==> config.mk <==
export PLATFORM = sky130hd
export DESIGN_NAME = base64_stream_encoder_top_flat
export DESIGN_NICKNAME = d
export VERILOG_FILES = /design/src/rtl/b64se_pkg.sv /design/src/rtl/b64se_if.sv /design/src/rtl/b64se_front.sv /design/src/rtl/b64se_queue.sv /design/src/rtl/b64se_back.sv /design/src/rtl/base64_stream_encoder_top.sv /design/src/flat_wrapper.sv
export SDC_FILE = /design/constraint.sdc
export NUM_CORES = 1
export LEC_CHECK = 0
export ABC_AREA = 1
export BUFFER_PORTS_ARGS = -buffer_cell sky130_fd_sc_hd__buf_4
export CELL_PAD_IN_SITES_DETAIL_PLACEMENT = 1
export CELL_PAD_IN_SITES_GLOBAL_PLACEMENT = 1
export CORE_MARGIN = 3
export CORE_UTILIZATION = 50
export DETAILED_ROUTE_END_ITERATION = 6
export GPL_ROUTABILITY_DRIVEN = 0
export PLACE_DENSITY = 0.91
export SLEW_MARGIN = 15
export SYNTH_ARGS = -nofsm -noshare
export SYNTH_HDL_FRONTEND = slang
export SYNTH_HIERARCHICAL = 1
export SYNTH_SLANG_ARGS = --single-unit
==> constraint.sdc <==
create_clock -name i_clk -period 3.1 [get_ports i_clk]
set_clock_uncertainty 0.2 [all_clocks]
set_input_delay 0.62 -clock i_clk [delete_from_list [all_inputs] [get_ports i_clk]]
set_output_delay 0.62 -clock i_clk [all_outputs]
set_load 0.02 [all_outputs]
==> src/rtl/b64se_pkg.sv <==
// Shared types, constants and the alphabet lookup for the base64 stream encoder.
// No dependencies; compiled first.
package b64se_pkg;

    localparam int unsigned C_QUEUE_DEPTH = 2;
    localparam logic [6:0]  C_PAD_CHAR    = 7'd61;  // '='

    // Position of the incoming byte inside its three-byte group
    typedef enum logic [1:0] {
        PH_0 = 2'd0,
        PH_1 = 2'd1,
        PH_2 = 2'd2
    } t_phase;

    // One classified byte: up to four characters, index of the last one, final flag
    typedef struct packed {
        logic [3:0][6:0] chars;
        logic [1:0]      last_idx;
        logic            fin;
    } t_job;

    // Standard alphabet A-Z a-z 0-9 + /
    function automatic logic [6:0] b64_char(input logic [5:0] six);
        logic [6:0] v;
        v = {1'b0, six};
        if (six < 6'd26) begin
            b64_char = 7'd65 + v;
        end else if (six < 6'd52) begin
            b64_char = 7'd71 + v;          // 'a' - 26
        end else if (six < 6'd62) begin
            b64_char = v - 7'd4;           // '0' - 52
        end else if (six == 6'd62) begin
            b64_char = 7'd43;              // '+'
        end else begin
            b64_char = 7'd47;              // '/'
        end
    endfunction

endpackage

==> src/rtl/b64se_if.sv <==
// Valid/ready channel interfaces for the byte input and the character output.
// No dependencies.
interface b64se_in_if;
    logic       valid;
    logic       ready;
    logic [7:0] data_byte;
    logic       is_final;

    modport source (output valid, output data_byte, output is_final, input ready);
    modport sink   (input valid, input data_byte, input is_final, output ready);
endinterface

interface b64se_out_if;
    logic       valid;
    logic       ready;
    logic [6:0] out_char;
    logic       run_last;
    logic       message_last;

    modport source (output valid, output out_char, output run_last, output message_last,
                    input ready);
    modport sink   (input valid, input out_char, input run_last, input message_last,
                    output ready);
endinterface

==> src/rtl/b64se_front.sv <==
// Front end: accepts bytes, tracks group phase and carry bits, builds character jobs.
// Depends on b64se_pkg and b64se_in_if.
module b64se_front (
    input  logic              i_clk,
    input  logic              i_rst_n,
    b64se_in_if.sink          i_in,
    input  logic              i_full,
    output logic              o_push,
    output b64se_pkg::t_job   o_job
);
    import b64se_pkg::*;

    t_phase     r_phase, n_phase;
    logic [3:0] r_carry, n_carry;
    logic [5:0] c0, c1;
    logic [7:0] b;
    logic       fin;

    assign i_in.ready = !i_full;
    assign o_push     = i_in.valid && !i_full;
    assign b          = i_in.data_byte;
    assign fin        = i_in.is_final;

    always_comb begin
        c0      = b[7:2];
        c1      = {b[1:0], 4'd0};
        n_phase = PH_1;
        n_carry = {2'd0, b[1:0]};
        o_job.last_idx = fin ? 2'd3 : 2'd0;
        unique case (r_phase)
            PH_1: begin
                c0      = {r_carry[1:0], b[7:4]};
                c1      = {b[3:0], 2'd0};
                n_phase = PH_2;
                n_carry = b[3:0];
                o_job.last_idx = fin ? 2'd2 : 2'd0;
            end
            PH_2: begin
                c0      = {r_carry, b[7:6]};
                c1      = b[5:0];
                n_phase = PH_0;
                n_carry = 4'd0;
                o_job.last_idx = 2'd1;
            end
            default: begin
                // start of group; the unused code behaves the same
            end
        endcase
        if (fin) begin
            n_phase = PH_0;
            n_carry = 4'd0;
        end
        o_job.chars[0] = b64_char(c0);
        o_job.chars[1] = b64_char(c1);
        o_job.chars[2] = C_PAD_CHAR;
        o_job.chars[3] = C_PAD_CHAR;
        o_job.fin      = fin;
    end

    always_ff @(posedge i_clk) begin
        if (!i_rst_n) begin
            r_phase <= PH_0;
            r_carry <= 4'd0;
        end else if (o_push) begin
            r_phase <= n_phase;
            r_carry <= n_carry;
        end
    end

endmodule

==> src/rtl/b64se_queue.sv <==
// Short job queue between front and back ends, show-ahead read.
// Depends on b64se_pkg.
module b64se_queue #(
    parameter int unsigned Depth = b64se_pkg::C_QUEUE_DEPTH
) (
    input  logic              i_clk,
    input  logic              i_rst_n,
    input  logic              i_push,
    input  b64se_pkg::t_job   i_job,
    output logic              o_full,
    output logic              o_valid,
    output b64se_pkg::t_job   o_job,
    input  logic              i_pop
);
    import b64se_pkg::*;

    localparam int unsigned PtrW = (Depth > 1) ? $clog2(Depth) : 1;
    localparam int unsigned CntW = $clog2(Depth + 1);

    t_job            r_mem [Depth];
    logic [PtrW-1:0] r_wr_ptr, r_rd_ptr;
    logic [CntW-1:0] r_count;
    logic            do_push, do_pop;

    assign o_full  = (r_count == CntW'(Depth));
    assign o_valid = (r_count != '0);
    assign o_job   = r_mem[r_rd_ptr];
    assign do_push = i_push && !o_full;
    assign do_pop  = i_pop && o_valid;

    function automatic logic [PtrW-1:0] ptr_inc(input logic [PtrW-1:0] p);
        ptr_inc = (p == PtrW'(Depth - 1)) ? '0 : p + 1'b1;
    endfunction

    always_ff @(posedge i_clk) begin
        if (do_push) begin
            r_mem[r_wr_ptr] <= i_job;
        end
    end

    always_ff @(posedge i_clk) begin
        if (!i_rst_n) begin
            r_wr_ptr <= '0;
            r_rd_ptr <= '0;
            r_count  <= '0;
        end else begin
            if (do_push) begin
                r_wr_ptr <= ptr_inc(r_wr_ptr);
            end
            if (do_pop) begin
                r_rd_ptr <= ptr_inc(r_rd_ptr);
            end
            if (do_push && !do_pop) begin
                r_count <= r_count + 1'b1;
            end else if (do_pop && !do_push) begin
                r_count <= r_count - 1'b1;
            end
        end
    end

endmodule

==> src/rtl/b64se_back.sv <==
// Back end: plays out one job a character per beat from a registered job slot.
// Depends on b64se_pkg and b64se_out_if.
module b64se_back (
    input  logic              i_clk,
    input  logic              i_rst_n,
    input  logic              i_valid,
    input  b64se_pkg::t_job   i_job,
    output logic              o_pop,
    b64se_out_if.source       o_out
);
    import b64se_pkg::*;

    t_job       r_job;
    logic [1:0] r_idx;
    logic       r_busy;
    logic       is_last, out_fire, load;

    assign is_last  = (r_idx == r_job.last_idx);
    assign out_fire = r_busy && o_out.ready;
    assign load     = !r_busy || (out_fire && is_last);
    assign o_pop    = load && i_valid;

    assign o_out.valid        = r_busy;
    assign o_out.out_char     = r_job.chars[r_idx];
    assign o_out.run_last     = is_last;
    assign o_out.message_last = is_last && r_job.fin;

    always_ff @(posedge i_clk) begin
        if (o_pop) begin
            r_job <= i_job;
        end
    end

    always_ff @(posedge i_clk) begin
        if (!i_rst_n) begin
            r_busy <= 1'b0;
            r_idx  <= 2'd0;
        end else if (o_pop) begin
            r_busy <= 1'b1;
            r_idx  <= 2'd0;
        end else if (out_fire) begin
            if (is_last) begin
                r_busy <= 1'b0;
            end else begin
                r_idx <= r_idx + 2'd1;
            end
        end
    end

endmodule

==> src/rtl/base64_stream_encoder_top.sv <==
// Streaming base64 encoder: one byte in per beat, one ASCII character out per beat.
// An accepted byte is registered as a job in the queue, then in the back end job slot.
// Throughput: one character per cycle while o_out.ready is high; a byte yields 1 to 4
// characters (four per three bytes in steady runs).
// The single-character output port of the back end sets that rate.
// Reset (i_rst_n low, synchronous): group phase and carry cleared, queue and output emptied.
module base64_stream_encoder_top #(
    parameter int unsigned QueueDepth = b64se_pkg::C_QUEUE_DEPTH
) (
    input  logic          i_clk,
    input  logic          i_rst_n,
    b64se_in_if.sink      i_in,
    b64se_out_if.source   o_out
);
    import b64se_pkg::*;

    // Front end -> queue
    logic q_push;
    logic q_full;
    t_job front_job;

    // Queue -> back end
    logic q_valid;
    logic q_pop;
    t_job q_job;

    // Front end: keeps the group phase and the leftover bits of the previous
    // byte, and turns each byte into a job of up to four characters with
    // padding already filled in for a final byte.
    b64se_front u_front (
        .i_clk   (i_clk),
        .i_rst_n (i_rst_n),
        .i_in    (i_in),
        .i_full  (q_full),
        .o_push  (q_push),
        .o_job   (front_job)
    );

    // Short queue lets the front keep taking bytes while the back end is still
    // playing out the characters of earlier ones.
    b64se_queue #(
        .Depth (QueueDepth)
    ) u_queue (
        .i_clk   (i_clk),
        .i_rst_n (i_rst_n),
        .i_push  (q_push),
        .i_job   (front_job),
        .o_full  (q_full),
        .o_valid (q_valid),
        .o_job   (q_job),
        .i_pop   (q_pop)
    );

    // Back end: holds one job in registers and hands out a character per
    // beat; on the last beat of a job the next one, if queued, loads in the same cycle.
    b64se_back u_back (
        .i_clk   (i_clk),
        .i_rst_n (i_rst_n),
        .i_valid (q_valid),
        .i_job   (q_job),
        .o_pop   (q_pop),
        .o_out   (o_out)
    );

endmodule
==> src/flat_wrapper.sv <==
// flat-port wrapper written by rule: the top's interface ports become plain ports
module base64_stream_encoder_top_flat import b64se_pkg::*;
#(
    parameter int unsigned QueueDepth = b64se_pkg::C_QUEUE_DEPTH
)
  (i_clk, i_rst_n, i_in_valid, i_in_data_byte, i_in_is_final, i_in_ready, o_out_valid, o_out_out_char, o_out_run_last, o_out_message_last, o_out_ready);
  b64se_in_if i_in_i ();
  b64se_out_if o_out_i ();
  input  logic i_clk;
  input  logic i_rst_n;
  input wire logic [$bits(i_in_i.valid)-1:0] i_in_valid;
  input wire logic [$bits(i_in_i.data_byte)-1:0] i_in_data_byte;
  input wire logic [$bits(i_in_i.is_final)-1:0] i_in_is_final;
  output wire logic [$bits(i_in_i.ready)-1:0] i_in_ready;
  output wire logic [$bits(o_out_i.valid)-1:0] o_out_valid;
  output wire logic [$bits(o_out_i.out_char)-1:0] o_out_out_char;
  output wire logic [$bits(o_out_i.run_last)-1:0] o_out_run_last;
  output wire logic [$bits(o_out_i.message_last)-1:0] o_out_message_last;
  input wire logic [$bits(o_out_i.ready)-1:0] o_out_ready;
  assign i_in_i.valid = i_in_valid;
  assign i_in_i.data_byte = i_in_data_byte;
  assign i_in_i.is_final = i_in_is_final;
  assign i_in_ready = i_in_i.ready;
  assign o_out_valid = o_out_i.valid;
  assign o_out_out_char = o_out_i.out_char;
  assign o_out_run_last = o_out_i.run_last;
  assign o_out_message_last = o_out_i.message_last;
  assign o_out_i.ready = o_out_ready;
  base64_stream_encoder_top #(.QueueDepth(QueueDepth)) u_core (.i_clk(i_clk), .i_rst_n(i_rst_n), .i_in(i_in_i), .o_out(o_out_i));
endmodule
Yosys cells after proc, flatten, opt, wreduce, memory -nomap -nowiden:

Memory sizes are Yosys's and may differ from the RTL's. A register that Yosys moved wholly into a read port is not among the register bits.
Cells that the tools add are included.

* register bits: 27
* RAM bits: 34
* output and inout bits: 11
* memories: 1

* add/sub/neg operators: 11
* magnitude comparators: 7
* equal/unequal tests: 6
* multiplexer cells: 28
* bitwise logic cells: 2
* reductions and logical operators: 21

Memories
* u_core.u_queue.r_mem: depth 2, bits a word 17, rd ports 1, clocked after memory_dff 1, wr ports 1, RTL line b64se_queue.sv:20 `t_job r_mem [Depth];`

Operators by type and width (number)
* 2-to-1 mux 7 bit: 7
* adder 7 x 6 -> 7 bit, first input constant: 4
* < comparator 6 bit, second input constant: 4
* one-hot mux 6 bit (2 select lines): 2
* binary-select mux 7 bit (select 2 bit): 1
* subtractor 6 x 3 -> 7 bit, second input constant: 2
* == test 6 bit, second input constant: 2
* < comparator 6 x 5 -> 1 bit, second input constant: 2
* 2-to-1 mux 2 bit: 5
* logical AND 1 bit: 9
* one-hot mux 2 bit (2 select lines): 2
* one-hot mux 4 bit (2 select lines): 1
* nonzero test 2 bit: 4
* 2-to-1 mux 1 bit: 7
* 2-to-1 mux 3 bit: 2
* adder 2 x 1 -> 2 bit, second input constant: 2
* == test 2 bit, second input constant: 2
* zero test 1 bit: 4
* 2-to-1 mux 4 bit: 1
* AND reduction 2 bit: 2
* < comparator 2 x 3 -> 1 bit, second input constant: 1
* adder 1 bit, second input constant: 2
* == test 2 x 1 -> 1 bit, second input constant: 1
* == test 2 bit: 1
* 4 further kinds: 5

Longest topological paths before layout:

* depth after elaboration: 8
* mapped depth: 17

Hierarchy:

Netlist, hierarchy kept.

Modules (own cells, without submodules)
* b64se_queue: times used 1, cells an instance 133, area an instance 2489.9 um^2
* b64se_front: times used 1, cells an instance 269, area an instance 1482.7 um^2
* b64se_back: times used 1, cells an instance 107, area an instance 1383.8 um^2

Worst setup path after synthesis:

No wires, ideal clock.

* path kind: reg2reg
* start: reg u_core.u_queue.r_count[0]
* end: mem u_core/u_queue/r_mem[1][0] in the netlist's numbering, enable pin
* library setup time: 419 ps
* arrival: 2289 ps
* slack: 192 ps
* stages on the path, launching flop included: 7
* path buffers: 0
* period minus slack after synthesis: 2908 ps
* path through: dfxtp_1 > nor2_1 > inv_1 > nand2_1 > inv_1 > o21ai_2 > nor2_1

* cells in the longest elaborated chain, start to end: 6

Ends and longest elaborated chain
* start, declared: RTL line b64se_queue.sv:22 `logic [CntW-1:0] r_count;`
* start signal, assigned: RTL line b64se_queue.sv:54 `r_count <= r_count + 1'b1;`
* start signal, assigned: RTL line b64se_queue.sv:56 `r_count <= r_count - 1'b1;`
* == test 2 bit: RTL line b64se_queue.sv:25 `assign o_full = (r_count == CntW'(Depth));`
* via u_core.q_full: RTL line base64_stream_encoder_top.sv:19 `logic q_full;`
* zero test 1 bit
* via i_in_ready: RTL line flat_wrapper.sv:14 `output wire logic [$bits(i_in_i.ready)-1:0] i_in_ready;`
* logical AND 1 bit: RTL line b64se_front.sv:20 `assign o_push = i_in.valid && !i_full;`
* via u_core.q_push: RTL line base64_stream_encoder_top.sv:18 `logic q_push;`
* logical AND 1 bit: RTL line b64se_queue.sv:28 `assign do_push = i_push && !o_full;`
* 2-to-1 mux 1 bit: RTL line b64se_queue.sv:36 `if (do_push) begin`
* 2-to-1 mux 1 bit (implied by the code): RTL line b64se_queue.sv:37 `r_mem[r_wr_ptr] <= i_job;`
* end, declared: RTL line b64se_queue.sv:20

The timed path passes the listed nets, and every way through them passes these cells.

==> impl_metrics.tcl <==
set metrics [dict create \
    postSynthCellCount 509 \
    clk_path_buf_depth 2 \
    final_util_pct 55.6 \
    final_max_slew_viol_count 0 \
    finalCritPeriodShare_pct 93.8 \
    initial_utilization_pct 51.7 \
    synth_area_um2 5360 \
    hold_violations 0 \
    post_cts_resized 0 \
    switchingPower_mw 1.71 \
    crit_buf_inv 3 \
    p_int_mw 3.00 \
    timing.fmax_ghz 0.344 \
    post_drt_wl_per_cell_um 18.4 \
    crit_path_frequent_cell "nand2_1" \
    min_path_type "in -> reg" \
    async_flop_share_pct 0 \
    setup-violations-final 0 \
    dieArea_um2 12000 \
    grt_pass1_vias 3694 \
    diodes 0 \
    slowest_delay_ns 0.39 \
    dp_hpwl_mm 8.91 \
    rows 37 \
    antenna_found_initial 0 \
    port_buffers 23 \
    path_cells "inv_1 -> ha_1 -> clkinv_2 -> nand2_1 -> o22ai_2 -> ha_1 -> inv_1 -> nand2_1 -> nand2_1 -> nand2_2 -> nand2_1 -> a21oi_1 -> nor2_1" \
    postRouteAntennaNets 0 \
    combPwrFrac_pct 33.9 \
    hold_buffers 0 \
    fin_setup_tns_ns 0 \
    switching_share_pct 36.3 \
    seq_power_share_pct 48.4 \
    finalNetCount 558 \
    leakage_nw 2.29 \
    ys_types 38 \
    grt_pass1_wl_mm 19.6 \
    maxSlewHeadroom_pct 64.2 \
    ios 24 \
    cts_setup_buffers 0 \
    worstSkewPairLatency_ns 0.38 \
    drive_gt1_share_pct 21.9 \
    cts_buffers 9 \
    ir_worst_vdd_uv 362 \
    route.met2.wl_mm 6.43 \
    ys_seq_area_share_pct 57.4 \
    rsz0062_at_grt "no" \
    core_um2 10400 \
    drv_cap 0 \
    worstMarginPinSlew_ns 0.537 \
    die_w_um 110 \
    slowest_stage "dfxtp_1" \
    cts_root_buf "clkbuf_8" \
    grt_overflow_total 0 \
    cts.htree.levels 3 \
    grt_use_total_pct 22.0 \
    drt_pre_antenna_iters 4 \
    drt-met1-wl_mm 5.40 \
    cts_tree "yes" \
    path_clk_slew_ns 0.11 \
    synth_edf_count 93 \
    critPathLaunchType "register" \
    vias_per_cell 5.37 \
    dr_total_vias 3628 \
    synth_area_per_cell_um2 10.5 \
    detailedRoute.firstIterationViolations 220 \
    cts.sink_count 107 \
    synth_warnings 6 \
    cp.arrival_ns 2.85 \
    status "complete, no violations" \
    critPathTopFamily "simple AND/OR/NAND/NOR gates" \
    cp_data_required_time_ns 3.04 \
    synth-main-ff-cell "edfxtp_1" \
    fin_crit_ns 2.91 \
    dr.max_layer_used "met4" \
    wl_met3_um 418 \
    die-height_um 110 \
    ys_ff_latch 107 \
    wl_mm 12.4 \
    worst-path-max-fanout 23 \
    criticalPathCategory "reg -> reg" \
    crit_path_end_kind "register" \
    syn_to_final_growth_pct 7.71 \
    p_per_area_nw_per_um2 817 \
    power_frac_clock_pct 17.7 \
    drc 0 \
    grt_max_degree 32 \
]
## layer usage
metal  vias up  track usage [%]
met3        17             4.35
met1      1796             27.7
met5         -                0
met4         0             6.06
met2        71             38.5
li1       1744                -
## worst paths after layout
kind | to | depth (start not counted) | slack [ns] | startpoint
max reg2reg | u_core/u_queue/r_mem[0][12]$_DFFE_PP_ | 13 | 0.19 | u_core/u_front/r_phase[0]$_SDFFE_PN0P_
min reg2reg | u_core/u_front/r_carry[2]$_SDFFE_PN0P_ | 2 | 0.31 | u_core/u_front/r_carry[2]$_SDFFE_PN0P_
min | u_core/u_queue/r_mem[1][0]$_DFFE_PP_ | 1 | 0.26 | i_in_is_final
max | u_core/u_queue/r_mem[0][12]$_DFFE_PP_ | 13 | 0.19 | u_core/u_front/r_phase[0]$_SDFFE_PN0P_
## per-stage QoR
step                std cells  hold WS, ns  area, µm²  power [mW]  setup slack, ns
detailed placement        659        0.289       5580        3.91            0.302
global placement          659        0.273       5580        3.75            0.567
global route              675        0.240       5770        4.99           0.0164
CTS                       675        0.240       5770        4.74            0.177
floorplan                 521        0.259       5400        3.41            0.192
finish                    675        0.260       5770        4.71            0.192
## cells in the mapped netlist (5+ instances only)
cell / number / area share, %
buf_4: 18 / 2.5
nand2_1: 103 / 7.2
nand2_2: 14 / 1.6
edfxtp_1: 93 / 52
nand2_4: 6 / 1.3
nor2_1: 46 / 3.2
o21ai_0: 20 / 1.9
a21oi_1: 15 / 1.4
ha_1: 11 / 2.6
dfxtp_1: 14 / 5.2
o22ai_1: 7 / 0.82
inv_2: 6 / 0.42
mux2_2: 31 / 6.5
buf_6: 6 / 1.3
inv_1: 44 / 3.1
xor2_1: 5 / 0.82
nand3_1: 33 / 3.1
## sequential cells by signal (all words and copies together) (netlist names), named ones only
signal                     count
u_core/u_queue/r_mem          62
u_core/u_back/r_job           31
u_core/u_front/r_carry         4
u_core/u_back/r_idx            2
u_core/u_front/r_phase         2
u_core/u_queue/r_count         2
u_core/u_back/o_out.valid      1
u_core/u_queue/r_rd_ptr        1
u_core/u_queue/r_wr_ptr        1
## layout make-up
cell class                      instances  area [µm²]
Timing Repair Buffer                   29         218
Fill cell                            1157        4600
Inverter                               51         198
Clock buffer                            9         124
Sequential cell                       107        3070
Clock inverter                          7        67.6
Multi-Input combinational cell        336        1920
Tap cell                              136         170
## logic make-up after synthesis
logic type,share of synthesized area [%]
xor+xnor,0.981
mux,6.52
simple gates,18.4
buf+inv,7.73
compound gates,6.31
other cells,0.140
flops,57.4
fa+ha+maj,2.57
## power groups by stage
stage | Combinational [mW] | Sequential, mW | Clock, mW
after CTS | 1.61 | 2.28 | 0.851
final | 1.60 | 2.28 | 0.833
after detailed placement | 1.60 | 2.31 | 0
after floorplan | 1.16 | 2.25 | 0
after global placement | 1.49 | 2.26 | 0
after global routing | 1.76 | 2.31 | 0.921
## placed cells by master, fill, tap and decap left out, drive strengths merged, types with 2 or more instances in the layout
master,n
o211ai,3
dfxtp,14
conb,14
xor2,5
buf,29
a21boi,2
clkinv,4
nand3,35
inv,54
clkbuf,9
edfxtp,93
nand4,2
nor2,49
nand2,123
nor3,2
ha,11
mux2,31
o21ai,25
a21oi,16
or2,5
o22ai,8
Power figures use the tool's default switching activity.
